--- src/rtl/qat_pkg.sv ---
// Shared types, character codes and helpers for the quoted argument tokenizer.
`timescale 1ns / 1ps

package qat_pkg;

  localparam int unsigned CharW  = 8;
  localparam int unsigned ResMax = 3;  // most results one item can cause
  localparam int unsigned CntW   = $clog2(ResMax + 1);

  typedef enum logic [1:0] {
    KIND_BYTE = 2'd0,
    KIND_TEND = 2'd1,
    KIND_OK   = 2'd2,
    KIND_ERR  = 2'd3
  } kind_e;

  typedef enum logic [11:0] {
    MODE_SKIP    = 12'b0000_0000_0001,
    MODE_PLAIN   = 12'b0000_0000_0010,
    MODE_DQ      = 12'b0000_0000_0100,
    MODE_DQ_ESC  = 12'b0000_0000_1000,
    MODE_DQ_X    = 12'b0000_0001_0000,
    MODE_DQ_XH_L = 12'b0000_0010_0000,
    MODE_DQ_XH_U = 12'b0000_0100_0000,
    MODE_DQ_END  = 12'b0000_1000_0000,
    MODE_SQ      = 12'b0001_0000_0000,
    MODE_SQ_BS   = 12'b0010_0000_0000,
    MODE_SQ_END  = 12'b0100_0000_0000,
    MODE_DISCARD = 12'b1000_0000_0000
  } mode_e;

  typedef struct packed {
    kind_e             kind;
    logic [CharW-1:0]  ch;
  } result_t;

  typedef struct packed {
    logic [CntW-1:0]           cnt;
    result_t [ResMax-1:0]      ent;
  } bundle_t;

  typedef struct packed {
    logic       ok;
    logic [3:0] val;
  } hex_t;

  localparam logic [CharW-1:0] ChSpace = 8'h20;
  localparam logic [CharW-1:0] ChTab   = 8'h09;
  localparam logic [CharW-1:0] ChLf    = 8'h0A;
  localparam logic [CharW-1:0] ChVt    = 8'h0B;
  localparam logic [CharW-1:0] ChFf    = 8'h0C;
  localparam logic [CharW-1:0] ChCr    = 8'h0D;
  localparam logic [CharW-1:0] ChBs    = 8'h08;
  localparam logic [CharW-1:0] ChBel   = 8'h07;
  localparam logic [CharW-1:0] ChDq    = 8'h22;
  localparam logic [CharW-1:0] ChSq    = 8'h27;
  localparam logic [CharW-1:0] ChBsl   = 8'h5C;
  localparam logic [CharW-1:0] ChN     = 8'h6E;
  localparam logic [CharW-1:0] ChR     = 8'h72;
  localparam logic [CharW-1:0] ChT     = 8'h74;
  localparam logic [CharW-1:0] ChB     = 8'h62;
  localparam logic [CharW-1:0] ChA     = 8'h61;
  localparam logic [CharW-1:0] ChX     = 8'h78;
  localparam logic [CharW-1:0] Ch0     = 8'h30;
  localparam logic [CharW-1:0] Ch9     = 8'h39;
  localparam logic [CharW-1:0] ChUpA   = 8'h41;
  localparam logic [CharW-1:0] ChUpF   = 8'h46;
  localparam logic [CharW-1:0] ChLoF   = 8'h66;

  function automatic logic blank_any(input logic [CharW-1:0] c);
    return (c == ChSpace) || (c >= ChTab && c <= ChCr);
  endfunction

  function automatic logic hex_upper(input logic [CharW-1:0] c);
    return (c >= ChUpA) && (c <= ChUpF);
  endfunction

  function automatic hex_t hex_value(input logic [CharW-1:0] c);
    hex_t h;
    logic [CharW-1:0] d;
    h = '0;
    d = '0;
    if (c >= Ch0 && c <= Ch9) begin
      d = c - Ch0;
      h.ok = 1'b1;
    end else if (c >= ChA && c <= ChLoF) begin
      d = c - ChA + 8'd10;
      h.ok = 1'b1;
    end else if (c >= ChUpA && c <= ChUpF) begin
      d = c - ChUpA + 8'd10;
      h.ok = 1'b1;
    end
    h.val = d[3:0];
    return h;
  endfunction

  function automatic result_t make_res(input kind_e k, input logic [CharW-1:0] c);
    result_t r;
    r.kind = k;
    r.ch   = (k == KIND_BYTE) ? c : '0;
    return r;
  endfunction

endpackage

--- src/rtl/qat_parse.sv ---
// Parse state and per-item decode: mode update and the results of one item.
`timescale 1ns / 1ps

module qat_parse (
  input  logic                        clk_i,
  input  logic                        rst_ni,
  input  logic                        fire_i,
  input  logic [qat_pkg::CharW-1:0]   char_i,
  input  logic                        line_end_i,
  output qat_pkg::bundle_t            bundle_o
);
  import qat_pkg::*;

  mode_e             mode_q, mode_d;
  logic [3:0]        hex_q, hex_d;
  logic              eol;
  logic [CntW-1:0]   n;
  result_t [ResMax-1:0] ent;
  hex_t              hv;
  mode_e             dq_mode, sq_mode;
  logic              dq_emit, sq_emit;
  logic [CharW-1:0]  held_ch;

  assign eol = line_end_i || (char_i == '0);
  assign hv  = hex_value(char_i);

  // Next mode and emit flag for a byte inside a double or single quoted region
  always_comb begin
    dq_emit = 1'b0;
    if (char_i == ChBsl) begin
      dq_mode = MODE_DQ_ESC;
    end else if (char_i == ChDq) begin
      dq_mode = MODE_DQ_END;
    end else begin
      dq_mode = MODE_DQ;
      dq_emit = 1'b1;
    end
    sq_emit = 1'b0;
    if (char_i == ChBsl) begin
      sq_mode = MODE_SQ_BS;
    end else if (char_i == ChSq) begin
      sq_mode = MODE_SQ_END;
    end else begin
      sq_mode = MODE_SQ;
      sq_emit = 1'b1;
    end
  end

  // Pending first hex digit as the character it came from
  always_comb begin
    if (hex_q < 4'd10) begin
      held_ch = Ch0 + {4'd0, hex_q};
    end else if (mode_q == MODE_DQ_XH_U) begin
      held_ch = ChUpA + {4'd0, hex_q} - 8'd10;
    end else begin
      held_ch = ChA + {4'd0, hex_q} - 8'd10;
    end
  end

  always_comb begin
    n      = '0;
    ent    = '0;
    mode_d = mode_q;
    hex_d  = hex_q;
    if (eol) begin
      unique case (mode_q)
        MODE_SKIP: begin
          ent[n] = make_res(KIND_OK, '0); n = n + 1'b1;
        end
        MODE_PLAIN, MODE_DQ_END, MODE_SQ_END: begin
          ent[n] = make_res(KIND_TEND, '0); n = n + 1'b1;
          ent[n] = make_res(KIND_OK, '0);   n = n + 1'b1;
        end
        MODE_DQ_X: begin
          ent[n] = make_res(KIND_BYTE, ChX); n = n + 1'b1;
          ent[n] = make_res(KIND_ERR, '0);   n = n + 1'b1;
        end
        MODE_DQ_XH_L, MODE_DQ_XH_U: begin
          ent[n] = make_res(KIND_BYTE, ChX);     n = n + 1'b1;
          ent[n] = make_res(KIND_BYTE, held_ch); n = n + 1'b1;
          ent[n] = make_res(KIND_ERR, '0);       n = n + 1'b1;
        end
        MODE_SQ_BS: begin
          ent[n] = make_res(KIND_BYTE, ChBsl); n = n + 1'b1;
          ent[n] = make_res(KIND_ERR, '0);     n = n + 1'b1;
        end
        MODE_DISCARD: ;
        default: begin
          ent[n] = make_res(KIND_ERR, '0); n = n + 1'b1;
        end
      endcase
      mode_d = MODE_SKIP;
    end else begin
      unique case (mode_q)
        MODE_SKIP, MODE_PLAIN: begin
          if (mode_q == MODE_SKIP && blank_any(char_i)) begin
            mode_d = MODE_SKIP;
          end else if (char_i == ChSpace || char_i == ChTab ||
                       char_i == ChLf || char_i == ChCr) begin
            ent[n] = make_res(KIND_TEND, '0); n = n + 1'b1;
            mode_d = MODE_SKIP;
          end else if (char_i == ChDq) begin
            mode_d = MODE_DQ;
          end else if (char_i == ChSq) begin
            mode_d = MODE_SQ;
          end else begin
            ent[n] = make_res(KIND_BYTE, char_i); n = n + 1'b1;
            mode_d = MODE_PLAIN;
          end
        end
        MODE_DQ: begin
          if (dq_emit) begin
            ent[n] = make_res(KIND_BYTE, char_i); n = n + 1'b1;
          end
          mode_d = dq_mode;
        end
        MODE_DQ_ESC: begin
          mode_d = MODE_DQ;
          case (char_i)
            ChX: mode_d = MODE_DQ_X;
            ChN: begin ent[n] = make_res(KIND_BYTE, ChLf);   n = n + 1'b1; end
            ChR: begin ent[n] = make_res(KIND_BYTE, ChCr);   n = n + 1'b1; end
            ChT: begin ent[n] = make_res(KIND_BYTE, ChTab);  n = n + 1'b1; end
            ChB: begin ent[n] = make_res(KIND_BYTE, ChBs);   n = n + 1'b1; end
            ChA: begin ent[n] = make_res(KIND_BYTE, ChBel);  n = n + 1'b1; end
            default: begin ent[n] = make_res(KIND_BYTE, char_i); n = n + 1'b1; end
          endcase
        end
        MODE_DQ_X: begin
          if (hv.ok) begin
            hex_d  = hv.val;
            mode_d = hex_upper(char_i) ? MODE_DQ_XH_U : MODE_DQ_XH_L;
          end else begin
            ent[n] = make_res(KIND_BYTE, ChX); n = n + 1'b1;
            if (dq_emit) begin
              ent[n] = make_res(KIND_BYTE, char_i); n = n + 1'b1;
            end
            mode_d = dq_mode;
          end
        end
        MODE_DQ_XH_L, MODE_DQ_XH_U: begin
          if (hv.ok) begin
            ent[n] = make_res(KIND_BYTE, {hex_q, hv.val}); n = n + 1'b1;
            mode_d = MODE_DQ;
          end else begin
            ent[n] = make_res(KIND_BYTE, ChX);     n = n + 1'b1;
            ent[n] = make_res(KIND_BYTE, held_ch); n = n + 1'b1;
            if (dq_emit) begin
              ent[n] = make_res(KIND_BYTE, char_i); n = n + 1'b1;
            end
            mode_d = dq_mode;
          end
        end
        MODE_SQ: begin
          if (sq_emit) begin
            ent[n] = make_res(KIND_BYTE, char_i); n = n + 1'b1;
          end
          mode_d = sq_mode;
        end
        MODE_SQ_BS: begin
          if (char_i == ChSq) begin
            ent[n] = make_res(KIND_BYTE, ChSq); n = n + 1'b1;
            mode_d = MODE_SQ;
          end else begin
            ent[n] = make_res(KIND_BYTE, ChBsl); n = n + 1'b1;
            if (sq_emit) begin
              ent[n] = make_res(KIND_BYTE, char_i); n = n + 1'b1;
            end
            mode_d = sq_mode;
          end
        end
        MODE_DQ_END, MODE_SQ_END: begin
          if (blank_any(char_i)) begin
            ent[n] = make_res(KIND_TEND, '0); n = n + 1'b1;
            mode_d = MODE_SKIP;
          end else begin
            ent[n] = make_res(KIND_ERR, '0); n = n + 1'b1;
            mode_d = MODE_DISCARD;
          end
        end
        MODE_DISCARD: ;
        default: mode_d = MODE_DISCARD;
      endcase
    end
  end

  assign bundle_o.cnt = n;
  assign bundle_o.ent = ent;

  always_ff @(posedge clk_i or negedge rst_ni) begin
    if (!rst_ni) begin
      mode_q <= MODE_SKIP;
      hex_q  <= '0;
    end else if (fire_i) begin
      mode_q <= mode_d;
      hex_q  <= hex_d;
    end
  end

endmodule

--- src/rtl/qat_outbuf.sv ---
// Result register: holds the results of one item and hands them out in order.
`timescale 1ns / 1ps

module qat_outbuf (
  input  logic                       clk_i,
  input  logic                       rst_ni,
  input  logic                       load_i,
  input  qat_pkg::bundle_t           bundle_i,
  output logic                       free_o,
  output logic                       tvalid_o,
  input  logic                       tready_i,
  output logic [qat_pkg::CharW-1:0]  tdata_o,
  output logic [1:0]                 tuser_o,
  output logic                       tlast_o
);
  import qat_pkg::*;

  logic [CntW-1:0]       cnt_q;
  result_t [ResMax-1:0]  ent_q;
  logic                  pop;

  assign tvalid_o = (cnt_q != '0);
  assign pop      = tvalid_o && tready_i;
  assign tlast_o  = (cnt_q == CntW'(1));
  assign tdata_o  = ent_q[0].ch;
  assign tuser_o  = ent_q[0].kind;
  // Free when empty or when the final item goes out this cycle
  assign free_o   = !tvalid_o || (tlast_o && tready_i);

  always_ff @(posedge clk_i or negedge rst_ni) begin
    if (!rst_ni) begin
      cnt_q <= '0;
    end else if (load_i) begin
      cnt_q <= bundle_i.cnt;
    end else if (pop) begin
      cnt_q <= cnt_q - 1'b1;
    end
  end

  // Shift toward slot 0 as each item leaves
  always_ff @(posedge clk_i) begin
    if (load_i) begin
      ent_q <= bundle_i.ent;
    end else if (pop) begin
      for (int i = 0; i < ResMax - 1; i++) begin
        ent_q[i] <= ent_q[i+1];
      end
      ent_q[ResMax-1] <= '0;
    end
  end

endmodule

--- src/rtl/quoted_argument_tokenizer_top.sv ---
// Top level of the quoted argument tokenizer: input register, parser, result register.
//
//  channel  dir  tdata            tuser     tlast
//  s_axis   in   [7:0] char_in    -         line_end
//  m_axis   out  [7:0] char_out   [1:0] kind last
//
//  An item that yields zero or one result leaves the input register once there is room,
//  so these stream at one per clock while m_axis is ready. An item that yields N results
//  (at most three) holds the result register until all N are out; output bandwidth of
//  one result per clock sets the rate. Reset clears the parse mode to blank skipping and
//  empties both registers. Input is taken while a result still waits on m_axis.
`timescale 1ns / 1ps

module quoted_argument_tokenizer_top (
  input  logic        clk_i,
  input  logic        rst_ni,
  input  logic        s_axis_tvalid,
  output logic        s_axis_tready,
  input  logic [7:0]  s_axis_tdata,   // [7:0] char_in
  input  logic        s_axis_tlast,
  output logic        m_axis_tvalid,
  input  logic        m_axis_tready,
  output logic [7:0]  m_axis_tdata,   // [7:0] char_out
  output logic [1:0]  m_axis_tuser,   // [1:0] kind
  output logic        m_axis_tlast
);
  import qat_pkg::*;

  logic              in_valid_q;
  logic [CharW-1:0]  in_char_q;
  logic              in_eol_q;
  bundle_t           bundle;
  logic              buf_free;
  logic              step_fire;
  logic              load;

  // Items with no result need no room in the result register
  assign step_fire     = in_valid_q && (buf_free || (bundle.cnt == '0));
  assign load          = step_fire && (bundle.cnt != '0);
  assign s_axis_tready = !in_valid_q || step_fire;

  always_ff @(posedge clk_i or negedge rst_ni) begin
    if (!rst_ni) begin
      in_valid_q <= 1'b0;
    end else if (s_axis_tready) begin
      in_valid_q <= s_axis_tvalid;
    end
  end

  always_ff @(posedge clk_i) begin
    if (s_axis_tready && s_axis_tvalid) begin
      in_char_q <= s_axis_tdata;
      in_eol_q  <= s_axis_tlast;
    end
  end

  qat_parse u_parse (
    .clk_i      (clk_i),
    .rst_ni     (rst_ni),
    .fire_i     (step_fire),
    .char_i     (in_char_q),
    .line_end_i (in_eol_q),
    .bundle_o   (bundle)
  );

  qat_outbuf u_outbuf (
    .clk_i    (clk_i),
    .rst_ni   (rst_ni),
    .load_i   (load),
    .bundle_i (bundle),
    .free_o   (buf_free),
    .tvalid_o (m_axis_tvalid),
    .tready_i (m_axis_tready),
    .tdata_o  (m_axis_tdata),
    .tuser_o  (m_axis_tuser),
    .tlast_o  (m_axis_tlast)
  );

  // Never overwrite results that are still waiting
  a_no_overwrite: assert property (@(posedge clk_i) disable iff (!rst_ni)
    load |-> (!m_axis_tvalid || (m_axis_tlast && m_axis_tready)))
    else $error("result register loaded while holding items");

  // A line status closes the results of its item
  a_status_last: assert property (@(posedge clk_i) disable iff (!rst_ni)
    (m_axis_tvalid && (m_axis_tuser == KIND_OK || m_axis_tuser == KIND_ERR))
      |-> m_axis_tlast)
    else $error("line status not last of its item");

  // Only token bytes carry data
  a_zero_data: assert property (@(posedge clk_i) disable iff (!rst_ni)
    (m_axis_tvalid && m_axis_tuser != KIND_BYTE) |-> (m_axis_tdata == '0))
    else $error("nonzero data on a non-byte item");

  // An accepted item that is stuck in the input register waits on a full result register
  a_stall_cause: assert property (@(posedge clk_i) disable iff (!rst_ni)
    (in_valid_q && !step_fire) |-> (m_axis_tvalid && !buf_free))
    else $error("input stalled without a full result register");

endmodule
--- config.mk ---
export PLATFORM = sky130hd
export DESIGN_NAME = quoted_argument_tokenizer_top
export DESIGN_NICKNAME = d
export VERILOG_FILES = /design/src/rtl/qat_pkg.sv /design/src/rtl/qat_parse.sv /design/src/rtl/qat_outbuf.sv /design/src/rtl/quoted_argument_tokenizer_top.sv
export SDC_FILE = /design/constraint.sdc
export NUM_CORES = 1
export LEC_CHECK = 0
export ABC_AREA = 1
export BUFFER_PORTS_ARGS = -buffer_cell sky130_fd_sc_hd__buf_2
export CAP_MARGIN = 20
export CORE_ASPECT_RATIO = 1.5
export CORE_MARGIN = 2
export CORE_UTILIZATION = 43
export DETAILED_ROUTE_END_ITERATION = 16
export GPL_TIMING_DRIVEN = 0
export PLACE_DENSITY = 0.58
export SETUP_SLACK_MARGIN = 0.4
export SLEW_MARGIN = 20
export SYNTH_ARGS = -nofsm -noshare
export SYNTH_HDL_FRONTEND = slang
export SYNTH_SLANG_ARGS = --single-unit
--- constraint.sdc ---
create_clock -name clk_i -period 3.3 [get_ports clk_i]
set_input_delay 0.66 -clock clk_i [delete_from_list [all_inputs] [get_ports clk_i]]
set_output_delay 0.66 -clock clk_i [all_outputs]
set_load 0.01 [all_outputs]
Word level (Yosys, flattened, before mapping) --
Cells that the tools add are included. Widths: inputs -> output; s select.
Storage, ports and cells: register bits after elaboration 58, input bits 13, output and inout port bits 13
Operators by class: add/sub/neg operators 11, magnitude comparators 9, equality and inequality tests 27, mux-type cells 68, bitwise operators 1, reductions and logical operators 34
Operators with widths (count):
- $mux 12 | 9
- $pmux 12 s9 | 1
- $mux 30 | 3
- $pmux 10 s8 | 1
- $mux 10 | 7
- $pmux 10 s3 | 2
- $eq 8x7->1 const B | 7
- $mux 8 | 7
- $pmux 10 s5 | 1
- $pmux 8 s6 | 1
- $mux 20 | 2
- $eq 8x4->1 const B | 3
- $eq 8x6->1 const B | 3
- $mux 2 | 11
- $mux 9 | 2
- $add 7x4->8 const A | 2
- $ge 8x7->1 const B | 2
- $le 8x7->1 const B | 2
- $pmux 2 s8 | 1
- $sub 8x4->8 const B | 2
- $mux 7 | 2
- $eq 12x1->1 const B | 1
- $eq 12x10->1 const B | 1
- $eq 12x11->1 const B | 1
- other kinds (37) | 76

Logic depth before layout (Yosys ltp) --
Gate-level depths: netlist of the first run.
word-level depth 13, depth in mapped cells 19, gate-level depth less buffers 18

Modules after synthesis --
From an unflattened synthesis of the first run, not the netlist that was laid out.
Second synthesis, totals: cells, all modules 632, area total of the unflattened synthesis 4500.6 um^2
Modules (own cells, without submodules):
- qat_parse | times used 1, cells each 463, area each 2665.1 um^2, seq. area each 401.6 um^2
- qat_outbuf | times used 1, cells each 148, area each 1482.7 um^2, seq. area each 950.9 um^2
- quoted_argument_tokenizer_top | times used 1, cells each 21, area each 352.8 um^2, seq. area each 295.3 um^2

Least setup slack after synthesis of the first run --
OpenSTA, ideal clock, no wires.
path type register to register, from register in_char_q[0], to register u_outbuf.ent_q[10] in the netlist's numbering (enable), arrival time 2451 ps, required time 2926 ps, path slack 476 ps, stages on the path, launching flop included 16, period minus slack after synthesis 2824 ps, path through edfxtp_1 -> inv_1 -> ha_1 -> nand2_1 -> inv_1 -> nand3_1 -> nand2_1 -> nand2_1 -> nand2_1 -> inv_1 -> nand4_1 -> a21oi_2 -> nand2_4 -> nand3_4 -> buf_6 -> nand2_2
Between the ends: longest elaborated chain between the ends 13, elaborated cells on any way between the ends 55
RTL lines:
- from (decl) | line quoted_argument_tokenizer_top.sv:30 | logic [CharW-1:0] in_char_q;
- from (signal assigned) | line quoted_argument_tokenizer_top.sv:52 | in_char_q <= s_axis_tdata;
- $ge 8x7->1 (tied with other cells) | line qat_pkg.sv:89 | end else if (c >= ChUpA && c <= ChUpF) begin
- $logic_and 1x1->1 or $logic_or 1x1->1 (tied branches) | line qat_pkg.sv:89, qat_parse.sv:98
- $mux 1 or $logic_or 1x1->1 (tied branches) | line qat_pkg.sv:89, qat_parse.sv:98
- $mux 1 or $logic_or 1x1->1 (tied branches) | line qat_pkg.sv:86, qat_parse.sv:99
- $mux 1 or $mux 2 (tied branches) | line qat_pkg.sv:83, qat_parse.sv:98
- $mux 2, on equally long branches | line qat_parse.sv:142, qat_parse.sv:96, qat_parse.sv:130
- $pmux 2 s8 | line qat_parse.sv:94 | unique case (mode_q)
- $mux 2 * | line qat_parse.sv:65 | if (eol) begin
- $logic_not 2->1 | line quoted_argument_tokenizer_top.sv:38 | assign step_fire = in_valid_q && (buf_free || (bundle.cnt == '0));
- $logic_or 1x1->1 | line quoted_argument_tokenizer_top.sv:38
- $logic_and 1x1->1 | line quoted_argument_tokenizer_top.sv:38
- $logic_and 1x1->1 * | line quoted_argument_tokenizer_top.sv:39 | assign load = step_fire && (bundle.cnt != '0);
- $reduce_bool 2->1 (no line) *
- to (signal assigned) | line qat_outbuf.sv:43 | ent_q <= bundle_i.ent;
- to (signal, indexed assignment) | line qat_outbuf.sv:46 | ent_q[i] <= ent_q[i+1];
- to (decl) | line qat_outbuf.sv:19 | result_t [ResMax-1:0] ent_q;
Mark *: on every way between the ends. The rest lies on a longest branch, timed or not. A chain may end at the register's enable or synchronous reset.

Worst setup path after layout of the first run --
from register in_char_q[0], to output port s_axis_tready
Between the ends: longest elaborated chain between the ends 12, elaborated cells on any way between the ends 53
RTL lines:
- $ge 8x7->1 (tied with other cells) | line qat_pkg.sv:89
- $logic_and 1x1->1 or $logic_or 1x1->1 (tied branches) | line qat_pkg.sv:89, qat_parse.sv:98
- $mux 1 or $logic_or 1x1->1 (tied branches) | line qat_pkg.sv:89, qat_parse.sv:98
- $mux 1 or $logic_or 1x1->1 (tied branches) | line qat_pkg.sv:86, qat_parse.sv:99
- $mux 1 or $mux 2 (tied branches) | line qat_pkg.sv:83, qat_parse.sv:98
- $mux 2, on equally long branches | line qat_parse.sv:142, qat_parse.sv:96, qat_parse.sv:130
- $pmux 2 s8 | line qat_parse.sv:94
- $mux 2 * | line qat_parse.sv:65
- $logic_not 2->1 * | line quoted_argument_tokenizer_top.sv:38
- $logic_or 1x1->1 * | line quoted_argument_tokenizer_top.sv:38
- $logic_and 1x1->1 * | line quoted_argument_tokenizer_top.sv:38
- $logic_or 1x1->1 * | line quoted_argument_tokenizer_top.sv:40 | assign s_axis_tready = !in_valid_q || step_fire;
- to (decl) | line quoted_argument_tokenizer_top.sv:18 | output logic s_axis_tready,
Marks and branches as above.

==> metrics.txt, run 1 <==
status=completed; pin count of the biggest net entering global routing=32; antenna violations before repair=0; DIE AREA=about 12,000 sq um; Max-Cap Viols=0; Die W=88.7 um; WHS=between 200 and 300 ps; worst r2r src=in_char_q[1]$_DFFE_PP_; Reg clk slew, reported paths=~60 ps; final worst slack=~190 ps; final core occ=0.566; first-pass GRT wire length=23,600 um; drt pass-1 iters=6; via-per-instance ratio=about 5.5; Port-buffer cells=25; Sink Count=between 50 and 60; measured slew at the worst slew-check pin=between 600 and 700 ps; TritonCTS clock tree=built; CP endpoint kind=primary output; Routed WL per cell=17.4 um; CP startpoint kind=flip-flop; worst hold path type=in2async; initial drt markers=488; Fin. Hold Viols=0; top cell type's share of synthesized area=0.247; unrepaired setup endpoints after global routing=true; reg2reg end=u_parse.mode_q[8]$_DFFE_PN0P_; WS Path Type=reg2out; Die Y=131 um; fin crit share=0.942; GRT Util Overall=0.272; VDD IR-drop max=a little under 0.5 mV; Clk Latency, worst-skew pair=340 ps; syn_area_per_cell=about 7.2 sq um; Starting Density=0.439; total wire length=15,400 um; post-synth design cell area=between 4000 and 5000 sq um; Post-Synthesis Cells=644; Max H-tree Level=3; CORE AREA=10,500 sq um; PD cells=714 nW/um^2; crit path time final=3110 ps; post-synthesis sequential area ratio=0.350; num ports=26; Crit Path Max Fanout=4; hold_buf cts=0; flop-to-flop setup slack=440 ps; Nets=754; filler instances=1,002; share of layout cells above drive strength 1=0.313; #FFs+latches synth=57; Synth area leaders=edfxtp_1 (25%), nand2_1 (15%), dfrtp_1 (9.7%), nand3_1 (6.8%), inv_1 (5.4%); GRT overflow=0; syn_nets=665; synth warn=0; cell accounting for the most synthesized area=edfxtp_1; Leakage=~2.8 nW; # DRC=0; WP data required=2640 ps; Reg2Reg Depth=20; GP Congestion=1.01; vias in the first global route=around 4,600; arrival time worst endpoint=2450 ps; dpl hpwl=~11,000 um; synth unique cells=50; setup slack at placement=-298 ps; post-route ant nets=0; area delta synth->final=28.9%; Setup-failing EPs final=0; worst clock skew=around 8.5 ps; n_diodes=0; Via Count=4,877; fmax=around 0.32 GHz; CTS Root Cell=clkbuf_16; Rows=46; CTS Buf Count=9; clk buf depth=2; Worst slew margin=0.540; Max Slew Vio Count=0
## per-stage QoR
step | setup TNS, ps | total power, mW | cell area (sq um) | instances
3_5_place_dp | -9380 | 2.93 | 4930 | 813
3_3_place_gp | -8220 | 2.92 | 4930 | 813
4_1_cts | 0 | 4.13 | 5720 | 866
2_1_floorplan | 0 | 2.47 | 4620 | 644
5_1_grt | 0 | 4.53 | 5960 | 882
6_report | 0 | 4.25 | 5960 | 882
## kinds of logic (layout without fill, tap and decap cells)
family / count (synthesis) / in the layout / share of synthesized area
XOR/XNOR: 2 / 2 / 0.00379
buffers and inverters: 109 / 203 / 0.110
AO/OA/AOI/OAI: 86 / 86 / 0.124
AND/OR/NAND/NOR: 382 / 382 / 0.390
adder cells (fa/ha/maj): 8 / 8 / 0.0216
flip-flops: 57 / 57 / 0.350
## area by class of cell
cell class,count,area (sq um),area share
clock inverters,6,81.3,0.0136
multi-input cells,478,2770,0.465
repair inverters,1,5.00,0.000840
plain buffers,25,195,0.0328
inverters,84,343,0.0575
clock buffers,10,239,0.0401
repair buffers,77,529,0.0888
flip-flops and latches,57,1620,0.271
well taps,144,180,0.0302
## worst max-delay path by stage
stage | start | endpoint | slack, ps
final | in_char_q[0]$_DFFE_PP_ | s_axis_tready | 190
after global routing | in_char_q[0]$_DFFE_PP_ | s_axis_tready | 110
after CTS | in_char_q[0]$_DFFE_PP_ | s_axis_tready | 210
after detailed placement | in_char_q[0]$_DFFE_PP_ | u_outbuf.tdata_o[1]$_DFFE_PP_ | -300
after global placement | in_char_q[0]$_DFFE_PP_ | u_outbuf.ent_q[21]$_SDFFCE_PP0P_ | -270
after floorplan | in_char_q[0]$_DFFE_PP_ | u_outbuf.ent_q[10]$_DFFE_PP_ | 480
## cell usage after synthesis, drive strengths merged
cell and instances:
nor2 77, xor2 2, o21bai 1, nand2 202
and3 1, dfrtp 18, a31oi 2, edfxtp 38
buf 22, dfstp 1, o211a 1, nor3b 1
a32oi 1, clkbuf 3, o2111ai 4, clkinv 2
a21boi 1, nand4 14, nand3 70, nand3b 5
o22ai 4, and2 2, ha 8, a21oi 20
o31ai 5, inv 82, a221oi 1, o211ai 6
nor3 10, o21ai 40
## worst max-delay path, stage by stage, from the launching register on
cell and delay [ps]:
edfxtp_1 410, buf_6 160, inv_8 60, ha_4 140, nand2_2 50, inv_2 50, nand2_2 60, nor2_4 180
nor2_4 70, nand2_2 70, nand2_1 60, nor2_1 90, nand4_1 160, a21oi_2 260, nand2_4 100, nand3_4 70
buf_6 110
## flip-flops by register name, summed over array words and instances, names as in the netlist
register	count
in_eol_q	1
u_outbuf.ent_q	19
u_outbuf.tdata_o	8
u_parse.hex_q	4
u_outbuf.cnt_q	2
u_parse.mode_q	12
u_outbuf.tuser_o	2
in_valid_q	1
in_char_q	8
## report_power, final
group / internal, mW / switching (mW) / total, mW
Combinational: 0.734 / 1.31 / 2.05
Sequential: 1.10 / 0.0939 / 1.19
Clock: 0.675 / 0.342 / 1.02
## metal layers
layer,up-vias,share of wire,track usage
li1,2308,-,-
met1,2223,0.38,0.320
met2,246,0.49,0.457
met3,100,0.059,0.0471
met4,0,0.070,0.162
met5,-,0,0
## cell usage in the layout (no fill, tap or decap), types with 6 or more instances in the layout
cell type,n
nand2_1,172
inv_1,58
nand3_4,7
inv_2,18
nand2_2,20
dfrtp_1,18
a21oi_1,18
nor2_1,55
nor2_2,9
nand3_1,59
o211ai_1,6
edfxtp_1,38
nand4_1,13
o21ai_0,23
clkbuf_16,9
nor2_4,13
buf_2,26
buf_6,8
buf_4,63
o21ai_2,14
nand2_4,8
nor3_1,7
## what timing repair did
action,in CTS,in global routing
endpoints found under the setup margin,86,63
buffers inserted,37,15
pin swaps,17,22
gates cloned,0,1
gates resized for setup,50,34
No activity file was read; power rests on OpenSTA's default activity.
==> run 2, diff against run 1 <==
--- a/config.mk
+++ b/config.mk
@@ -5,13 +5,14 @@
 export SDC_FILE = /design/constraint.sdc
 export NUM_CORES = 1
 export LEC_CHECK = 0
-export ABC_AREA = 1
+export ABC_AREA = 0
 export BUFFER_PORTS_ARGS = -buffer_cell sky130_fd_sc_hd__buf_2
 export CAP_MARGIN = 20
 export CORE_ASPECT_RATIO = 1.5
 export CORE_MARGIN = 2
 export CORE_UTILIZATION = 43
 export DETAILED_ROUTE_END_ITERATION = 16
+export GPL_ROUTABILITY_DRIVEN = 1
 export GPL_TIMING_DRIVEN = 0
 export PLACE_DENSITY = 0.58
 export SETUP_SLACK_MARGIN = 0.4
==> run 2 against run 1 <==
Net effect: register-to-register slack got worse by 370 ps; non-clock buffer count did not move; synthesized cell count is 26% lower; global-route usage is 1.5 points lower; total power rose by 7.0%; synthesized area shrank 9.5%; clock skew grew 2.2 ps; sequential power about the same; cell count down 23%.
==> metrics.txt, run 2 <==
Rows=44; fin crit share=0.994; filler instances=830; # DRC=0; Post-Synthesis Cells=476; synth unique cells=73; Fin. Hold Viols=0; synth warn=0; drt pass-1 iters=5; syn_area_per_cell=8.79 sq um; Routed WL per cell=roughly 20 um; fmax=approximately 0.30 GHz; Post-synth ARST share=0.333; syn_nets=497; Max-Cap Viols=0; CTS Root Cell=clkbuf_16; antenna violations before repair=0; Register Area=1620 sq um; status=completed; arrival time worst endpoint=2620 ps; clk buf depth=2; Port-buffer cells=25; #FFs+latches synth=57; Die Y=125 um; biggest regs=u_outbuf.ent_q: 19 flops, u_parse.mode_q: 12 flops; worst clock skew=10.7 ps; dpl hpwl=9280 um; measured slew at the worst slew-check pin=852 ps; Sink Count=57; Cell Count, Final, Fillers Out=about 680; vias in the first global route=3,995; CP startpoint kind=flip-flop; CORE AREA=~9600 sq um; first-pass GRT wire length=about 21,000 um; cell accounting for the most synthesized area=edfxtp_1; Synth top cells by count=nand2_1 (56), nor2_1 (39), edfxtp_1 (38); WP data required=approximately 2600 ps; Max Slew Vio Count=0; n_diodes=0; area delta synth->final=38.1%; Synth area leaders=edfxtp_1 (27%), dfrtp_1 (11%), nand2_1 (5.0%), a21oi_1 (4.1%), mux2_2 (4.0%); top-count cell post-synth=nand2_1; post-synthesis sequential area ratio=0.387; VDD IR-drop max=a little over 0.5 mV; top cell type's share of synthesized area=0.273; total wire length=13,800 um; unrepaired setup endpoints after global routing=true; via-per-instance ratio=6.15; Nets=576; CTS Buf Count=9; Setup-failing EPs final=0; most frequent cells in the layout=nand2_1 (46), buf_4 (45), edfxtp_1 (38); Via Count=about 4,200; Worst slew margin=0.431; DIE AREA=10,600 sq um; GRT Util Overall=0.257; top_reg_cell synth=edfxtp_1; worst hold path type=in2async; Multi-input gate area=around 2900 sq um; TritonCTS clock tree=built; DP Cell Count=616; post-route ant nets=0; hold_buf cts=0; Leakage=2.24 nW; Clk Latency, worst-skew pair=350 ps; largest reg by FF count=u_outbuf.ent_q; pin count of the biggest net entering global routing=20; Die W=84.5 um; Starting Density=0.437; WS Path Type=reg2out; EDFF count, synth=38; Crit Path Max Fanout=4; GRT overflow=0; WHS=278 ps; num ports=26; GP Congestion=0.972; post-layout instance area=5780 sq um; commonest non-fill, non-tap cell in the layout=nand2_1; CP endpoint kind=primary output; share of layout cells above drive strength 1=0.395; DP Area=4500 sq um; Max H-tree Level=3; crit path time final=roughly 3300 ps; Reg clk slew, reported paths=60 ps; PD cells=788 nW/um^2; max reg flops=19; initial drt markers=447; post-synth design cell area=4180 sq um
## run 2: cell type report
type,count,share of cell area
Buffer,37,0.0515
Clock buffer,9,0.0390
Clock inverter,7,0.0165
Inverter,19,0.0123
Multi-Input combinational cell,366,0.494
Sequential cell,57,0.280
Tap cell,115,0.0249
Timing Repair Buffer,65,0.0821
## run 2: repair_timing
action | CTS | global route
gates resized for setup | 71 | 77
setup endpoints to repair | 85 | 80
buffers inserted | 30 | 9
hold endpoints to repair | 0 | 0
pin swaps | 24 | 8
gates cloned | 3 | 1
## run 2: worst max-delay path, stage by stage, from the launching register on
cell      delay [ps]
edfxtp_1         450
ha_2             220
buf_8            120
nor3b_4          310
nor4_4           100
nor3_2           280
o21ai_1          140
a32o_2           320
nand3_4           70
nand3_2           90
buf_6            160
## run 2: logic make-up (layout without fill, tap and decap cells)
kind of cell / count (synthesis) / count (layout) / synth area share
simple gates: 208 / 211 / 0.269
compound gates: 123 / 123 / 0.195
flops: 57 / 57 / 0.387
buf+inv: 56 / 137 / 0.0664
mux: 15 / 15 / 0.0404
xor+xnor: 9 / 9 / 0.0188
fa+ha+maj: 8 / 8 / 0.0239
## run 2: worst paths after layout
kind                                                  start                       endpoint  slack [ps]  cells after the start
hold / removal                                       rst_ni  u_outbuf.cnt_q[0]$_DFFE_PN0P_         280                      1
min in group clk_i                          s_axis_tdata[2]         in_char_q[2]$_DFFE_PP_         480                      1
setup / recovery                     in_char_q[0]$_DFFE_PP_                  s_axis_tready          20                     10
hold reg to reg            u_outbuf.ent_q[22]$_SDFFCE_PP0P_   u_outbuf.ent_q[12]$_DFFE_PP_         530                      2
max in group asynchronous                            rst_ni  u_parse.mode_q[1]$_DFFE_PN0P_        2660                      1
setup reg to reg                     in_char_q[0]$_DFFE_PP_   u_outbuf.ent_q[17]$_DFFE_PP_          70                     15
## run 2: routing by layer
layer / routed length, um / track usage
met4: 673 / 0.159
met5: 0 / 0
met2: 7180 / 0.441
met3: 754 / 0.0417
met1: 5140 / 0.292
## run 2: power breakdown
part / internal (mW) / total [mW] / switching [mW]
clock: 0.660 / 1.03 / 0.370
sequential: 1.09 / 1.22 / 0.126
combinational: 1.01 / 2.30 / 1.29
total: 2.76 / 4.55 / 1.79
## run 2: metrics by stage
stage / power [mW] / setup slack [ps] / setup TNS (ps) / util
after floorplan: 2.34 / 434 / 0 / -
after global placement: 2.76 / -371 / -11360 / 0.470
after detailed placement: 2.78 / -319 / -11400 / 0.470
after CTS: 4.22 / 90.4 / 0 / 0.568
after global routing: 4.77 / -72.5 / -284 / 0.603
final: 4.55 / 18.6 / 0 / 0.603
